## src/rtl/fxh32_pkg.sv

```systemverilog
package fxh32_pkg;

  // Multiplier key and rotate distance of one mix step
  localparam logic [31:0] FX_KEY = 32'h27220a95;
  localparam int unsigned FX_ROT = 5;

  // Commands from the controller to the datapath
  typedef struct packed {
    logic absorb;    // take one message byte
    logic mix_tail;  // mix the next leftover tail byte
    logic emit;      // load the digest and clear the hash state
  } fxh32_cmd_t;

  // Status from the datapath to the controller
  typedef struct packed {
    logic tail_done; // every leftover byte has been mixed in
  } fxh32_sts_t;

endpackage

```

## src/rtl/fxh32_dp.sv

```systemverilog
module fxh32_dp
  import fxh32_pkg::*;
(
  input  logic        clk,
  input  logic        rst_n,
  input  fxh32_cmd_t  cmd,
  input  logic [7:0]  data_byte,
  output fxh32_sts_t  sts,
  output logic [31:0] digest
);

  logic [31:0] hash_r, hash_nxt;
  logic [23:0] pend_r, pend_nxt;
  logic [1:0]  cnt_r, cnt_nxt;
  logic [1:0]  idx_r, idx_nxt;
  logic [31:0] digest_r;

  logic [31:0] rot;
  logic [31:0] mix_val;
  logic [31:0] mix_res;
  logic [7:0]  tail_byte;

  // Tail byte selected by the tail index
  always_comb begin
    case (idx_r)
      2'd0:    tail_byte = pend_r[7:0];
      2'd1:    tail_byte = pend_r[15:8];
      2'd2:    tail_byte = pend_r[23:16];
      default: tail_byte = 8'h00;
    endcase
  end

  // Shared mix unit: rotate, xor, multiply by key (low 32 bits)
  assign rot     = {hash_r[31-FX_ROT:0], hash_r[31:32-FX_ROT]};
  assign mix_val = cmd.mix_tail ? {24'h000000, tail_byte} : {data_byte, pend_r};
  assign mix_res = (rot ^ mix_val) * FX_KEY;

  // Next-state of hash, pending bytes and tail index
  always_comb begin
    hash_nxt = hash_r;
    pend_nxt = pend_r;
    cnt_nxt  = cnt_r;
    idx_nxt  = idx_r;
    if (cmd.emit) begin
      hash_nxt = '0;
      pend_nxt = '0;
      cnt_nxt  = '0;
      idx_nxt  = '0;
    end else if (cmd.mix_tail) begin
      hash_nxt = mix_res;
      idx_nxt  = idx_r + 2'd1;
    end else if (cmd.absorb) begin
      case (cnt_r)
        2'd0: begin
          pend_nxt[7:0] = data_byte;
          cnt_nxt       = 2'd1;
        end
        2'd1: begin
          pend_nxt[15:8] = data_byte;
          cnt_nxt        = 2'd2;
        end
        2'd2: begin
          pend_nxt[23:16] = data_byte;
          cnt_nxt         = 2'd3;
        end
        default: begin
          // full word: mix it in and start a new one
          hash_nxt = mix_res;
          pend_nxt = '0;
          cnt_nxt  = '0;
        end
      endcase
    end
  end

  always_ff @(posedge clk) begin
    if (!rst_n) begin
      hash_r <= '0;
      pend_r <= '0;
      cnt_r  <= '0;
      idx_r  <= '0;
    end else begin
      hash_r <= hash_nxt;
      pend_r <= pend_nxt;
      cnt_r  <= cnt_nxt;
      idx_r  <= idx_nxt;
    end
  end

  // Digest register, loaded on emit
  always_ff @(posedge clk) begin
    if (cmd.emit) begin
      digest_r <= hash_r;
    end
  end

  assign sts.tail_done = (idx_r == cnt_r);
  assign digest        = digest_r;

endmodule

```

## src/rtl/fxh32_ctrl.sv

```systemverilog
module fxh32_ctrl
  import fxh32_pkg::*;
(
  input  logic       clk,
  input  logic       rst_n,
  input  logic       in_valid,
  input  logic       in_final,
  output logic       in_ready,
  output logic       out_valid,
  input  logic       out_ready,
  input  fxh32_sts_t sts,
  output fxh32_cmd_t cmd
);

  localparam logic ST_IDLE = 1'b0;
  localparam logic ST_TAIL = 1'b1;

  logic state_r, state_nxt;
  logic out_valid_r, out_valid_nxt;
  logic slot_free;

  // Output slot can take a digest when empty or being drained
  assign slot_free = !out_valid_r || out_ready;

  always_comb begin
    state_nxt    = state_r;
    in_ready     = 1'b0;
    cmd.absorb   = 1'b0;
    cmd.mix_tail = 1'b0;
    cmd.emit     = 1'b0;
    case (state_r)
      ST_IDLE: begin
        in_ready   = 1'b1;
        cmd.absorb = in_valid;
        if (in_valid && in_final) begin
          state_nxt = ST_TAIL;
        end
      end
      ST_TAIL: begin
        if (!sts.tail_done) begin
          cmd.mix_tail = 1'b1;
        end else if (slot_free) begin
          cmd.emit  = 1'b1;
          state_nxt = ST_IDLE;
        end
      end
      default: begin
        state_nxt = ST_IDLE;
      end
    endcase
  end

  // Result valid flag
  always_comb begin
    if (cmd.emit) begin
      out_valid_nxt = 1'b1;
    end else if (out_ready) begin
      out_valid_nxt = 1'b0;
    end else begin
      out_valid_nxt = out_valid_r;
    end
  end

  always_ff @(posedge clk) begin
    if (!rst_n) begin
      state_r     <= ST_IDLE;
      out_valid_r <= 1'b0;
    end else begin
      state_r     <= state_nxt;
      out_valid_r <= out_valid_nxt;
    end
  end

  assign out_valid = out_valid_r;

endmodule

```

## src/rtl/fxhash32_byte_stream_core.sv

```systemverilog
// Channel | Ports                                   | Direction
// input   | in_valid, in_ready, in_data_byte,        | in (ready out)
//         | in_final_byte                            |
// result  | out_valid, out_ready, out_digest         | out (ready in)
//
// An ordinary byte is taken whenever the core is idle: it is buffered, or
// completes a word that the single mix unit (rotate, xor, 32x32 multiply)
// folds in the same cycle. A final byte is accepted, then the tail state mixes
// in the n = 0..3 leftover tail bytes singly, then loads the output register.
// The digest waits in an output register; new bytes are taken meanwhile, and
// only the next final byte holds in its tail state until that register frees.
// Synchronous active-low reset clears the hash, the byte buffer and control.
module fxhash32_byte_stream_core
  import fxh32_pkg::*;
(
  input  logic        clk,
  input  logic        rst_n,
  input  logic        in_valid,
  output logic        in_ready,
  input  logic [7:0]  in_data_byte,
  input  logic        in_final_byte,
  output logic        out_valid,
  input  logic        out_ready,
  output logic [31:0] out_digest
);

  fxh32_cmd_t cmd;
  fxh32_sts_t sts;

  fxh32_ctrl u_ctrl (
    .clk       (clk),
    .rst_n     (rst_n),
    .in_valid  (in_valid),
    .in_final  (in_final_byte),
    .in_ready  (in_ready),
    .out_valid (out_valid),
    .out_ready (out_ready),
    .sts       (sts),
    .cmd       (cmd)
  );

  fxh32_dp u_dp (
    .clk       (clk),
    .rst_n     (rst_n),
    .cmd       (cmd),
    .data_byte (in_data_byte),
    .sts       (sts),
    .digest    (out_digest)
  );

endmodule

```

## config.mk

```make
export PLATFORM = sky130hd
export DESIGN_NAME = fxhash32_byte_stream_core
export DESIGN_NICKNAME = d
export VERILOG_FILES = /design/src/rtl/fxh32_pkg.sv /design/src/rtl/fxh32_dp.sv /design/src/rtl/fxh32_ctrl.sv /design/src/rtl/fxhash32_byte_stream_core.sv
export SDC_FILE = /design/constraint.sdc
export NUM_CORES = 1
export LEC_CHECK = 0
export BUFFER_PORTS_ARGS = -buffer_cell sky130_fd_sc_hd__buf_2
export CORE_MARGIN = 8
export CORE_UTILIZATION = 64
export CTS_BUF_LIST = sky130_fd_sc_hd__clkbuf_2
export DETAILED_ROUTE_END_ITERATION = 8
export PLACE_DENSITY = 0.82
export SYNTH_ARGS = -nofsm -noshare
export SYNTH_HDL_FRONTEND = slang
export SYNTH_SLANG_ARGS = --single-unit
```

## constraint.sdc

```tcl
create_clock -name clk -period 8.95 [get_ports clk]
set_clock_uncertainty 0.1 [all_clocks]
set_input_delay 1.79 -clock clk [delete_from_list [all_inputs] [get_ports clk]]
set_output_delay 1.79 -clock clk [all_outputs]
set_load 0.1 [all_outputs]
```

==> flow_summary.yaml <==
outcome:
  outcome: "completed"
worst_setup_path:
  criticalPathCategory: "reg2reg"
  end_kind: "flop"
  worstPathMaxFanout: 8
  r2r_end: "u_dp.hash_r[31]"
  cp.required_ps: 9380
  r2r_start: "u_dp.idx_r[0]"
  reg2reg_depth: 26
  worst-r2r-setup-slack_ps: 990
  start_kind: "flop"
  arrival_ps: 8390
power_and_ir_drop:
  p_leak_nw: 5.695
  irDropWorstVdd_mv: 0.6017
  p_per_area_mw_per_mm2: 349.8
detailed_routing:
  antenna_left: 0
  viasPerCell: 5.757
  vias: 7617
  drc: 0
  dr.pass1.iters: 5
  drt_iter0_markers: 737
  route.detailed.wl_per_inst_um: 19.78
  drt-total-wl_mm: 26.17
cts:
  cts_buffers: 9
  cts_setup_buffers: 0
  ctsResizeCount: 0
  hold_buffers: 0
  htreeDepth: 3
  clock-sinks: 94
  cts.clk_slew.worst_paths_ps: 290
  cts_root_buf: "clkbuf_2"
  clk_latency_ps: 620
  cts_tree: "yes"
  cts_buffer_depth: 2
synth:
  ys.flop_type: "dfxtp_1"
  synth_cell_type_count: 56
  synth_warnings: 0
  syn-instance-count: 1058
  yosysSeqAreaShare_pct: 21.35
  synthArstFlopShare_pct: 0
  syn_area_per_cell_um2: 9.751
  ys_seq_elements: 94
  synth-edff-count: 32
  syn-num-nets: 1353
  syn_area_mm2: 0.01032
placement:
  dp_cells: 1307
  place_congestion: 0.9899
  dp_slack_ps: 1053
  hpwl_mm: 22.08
  portBuffers: 46
flow_run:
  cap_viol_max_count: 0
global_route:
  antenna_found_initial: 0
  grt_pass1_vias: 7985
  grt_usage_pct: 27.53
  overflow: 0
  grt_pass1_wl_mm: 42.78
  grt_max_degree: 58
die:
  initial_core_util_pct: 65.18
  dieWidth_um: 143.0
  ios: 47
  die_area_mm2: 0.02044
  rows: 46
  die_y_um: 143.0
  core_mm2: 0.01583
sta:
  slew_violations: 0
  tightestPinTransition_ps: 1155
  hold_violations: 0
  finalCritPeriodShare_pct: 88.93
  fin_crit_ps: 7960
  fin_ws_ps: 990.4
  finalSetupTns_ps: 0
  fmax_ghz: 0.1256
  rsz0062_at_grt: "no"
  slew_headroom_pct: 22.72
  setup_violations: 0
hold_path:
  hold_class: "reg2reg"
  hold_start: "u_dp.pend_r[15]"
  hold_path_end: "u_dp.pend_r[15]"
  hold_depth: 2
layout:
  design.final.nets: 1397
  drive_gt1_share_pct: 8.401
  instances_no_fill: 1323
  syn_to_final_growth_pct: 5.918
  fillers: 1219
  antenna_cells: 0
==> power breakdown <==
group | internal (mW) | switching, mW | total, mW
Sequential | 0.485 | 0.0374 | 0.522
Combinational | 1.27 | 1.82 | 3.09
Clock | 0.0440 | 0.165 | 0.209
Total | 1.80 | 2.02 | 3.82
==> cells in the mapped netlist (8+ instances only) <==
| master | instances | area [um^2] |
|---|---|---|
| a21o_1 | 17 | 127.6 |
| ha_1 | 165 | 2064 |
| fa_1 | 117 | 2342 |
| nand3_1 | 38 | 190.2 |
| nor2_1 | 22 | 82.58 |
| edfxtp_1 | 32 | 960.9 |
| inv_1 | 209 | 784.5 |
| nor3_1 | 13 | 65.06 |
| dfxtp_1 | 62 | 1241 |
| nand2_1 | 99 | 371.6 |
| clkbuf_1 | 19 | 71.32 |
| a22o_1 | 8 | 70.07 |
| xor2_1 | 21 | 183.9 |
| a21oi_1 | 61 | 305.3 |
| o21ai_0 | 16 | 80.08 |
| xnor2_1 | 62 | 543.0 |
==> routing by layer <==
layer	track usage [%]	vias up	part of all wire [%]
met4	10.35	0	3.1
li1	-	3529	-
met5	0	-	0
met2	43.77	289	46
met1	37.28	3734	44
met3	4.140	65	6.5
==> cells in the final DEF (no fill, tap or decap), drive strengths merged, types with 4 or more instances in the layout <==
cell type  instances
a21o              17
nand2b             4
and3               6
a211oi             4
and2               5
xor2              23
o21ai             17
dfxtp             62
buf               58
clkbuf             9
a211o              4
a22o               8
edfxtp            32
inv              213
nand3             38
nor3              13
o21bai             5
a22oi              8
o21a               4
a31oi              5
xnor2             65
nand2             99
or3                5
fa               117
nor2              22
a21oi             61
ha               165
==> how the worst max path moves through the flow <==
| stage | cells past startpoint | slack (ps) | startpoint | end |
|---|---|---|---|---|
| after detailed placement | 26 | 1050 | u_dp.idx_r[0] | u_dp.hash_r[31] |
| final | 26 | 990 | u_dp.idx_r[0] | u_dp.hash_r[31] |
| after global placement | 26 | 1350 | u_dp.idx_r[0] | u_dp.hash_r[31] |
| after floorplan | 29 | 1650 | u_dp.idx_r[0] | u_dp.hash_r[31] |
| after CTS | 26 | 990 | u_dp.idx_r[0] | u_dp.hash_r[31] |
| after global routing | 26 | 670 | u_dp.idx_r[0] | u_dp.hash_r[31] |
==> stage by stage <==
| step | power, mW | area, um^2 | util, % | hold slack, ps |
|---|---|---|---|---|
| 2_1_floorplan | 2.773 | 10320 | - | 331.6 |
| 3_3_place_gp | 3.493 | 10820 | 68.36 | 360.1 |
| 3_5_place_dp | 3.588 | 10820 | 68.36 | 366.7 |
| 4_1_cts | 3.822 | 10930 | 69.04 | 398.2 |
| 5_1_grt | 4.215 | 10930 | 69.04 | 413.9 |
| 6_report | 3.822 | 10930 | 69.04 | 398.6 |
==> sequential cells by signal (all words and copies together), names as in the netlist <==
| register | count |
|---|---|
| u_ctrl.out_valid | 1 |
| u_ctrl.state_r | 1 |
| u_dp.cnt_r | 2 |
| u_dp.digest | 32 |
| u_dp.idx_r | 2 |
| u_dp.pend_r | 24 |
| u_dp.hash_r | 32 |
==> kinds of logic (layout without fill, tap and decap cells) <==
group	after synthesis	count (layout)	synth area share [%]
compound gates	150	150	9.739
mux	3	3	0.2911
xor+xnor	90	90	8.381
fa+ha+maj	282	282	42.72
simple gates	205	205	9.012
flops	94	94	21.35
buf+inv	234	283	8.514
==> layout make-up <==
| cell class | count | area (um^2) | share of cell area, % |
|---|---|---|---|
| clock inverter | 7 | 62.56 | 0.5725 |
| clock buffer | 9 | 45.04 | 0.4122 |
| sequential | 94 | 2202 | 20.15 |
| multi-input combinational | 730 | 7242 | 66.28 |
| tap | 216 | 270.3 | 2.473 |
| timing repair buffer | 58 | 320.3 | 2.931 |
| inverter | 209 | 784.5 | 7.180 |
==> worst max-delay path, cell delays in order, from the launching register on <==
cell and delay [ps]:
dfxtp_1 430, inv_1 130, ha_1 170, inv_1 60
o221ai_4 310, a22oi_1 210, xnor2_1 780, xor2_1 160
ha_1 330, ha_1 310, fa_1 540, fa_1 560
inv_1 60, fa_1 540, fa_1 540, fa_1 560
inv_1 60, fa_1 430, xnor2_1 230, xnor2_1 160
xnor2_1 160, xnor2_1 160, xnor2_1 160, xnor2_1 160
xnor3_1 310, xnor2_1 180, a21oi_1 80
(Power assumes the default switching activity.)
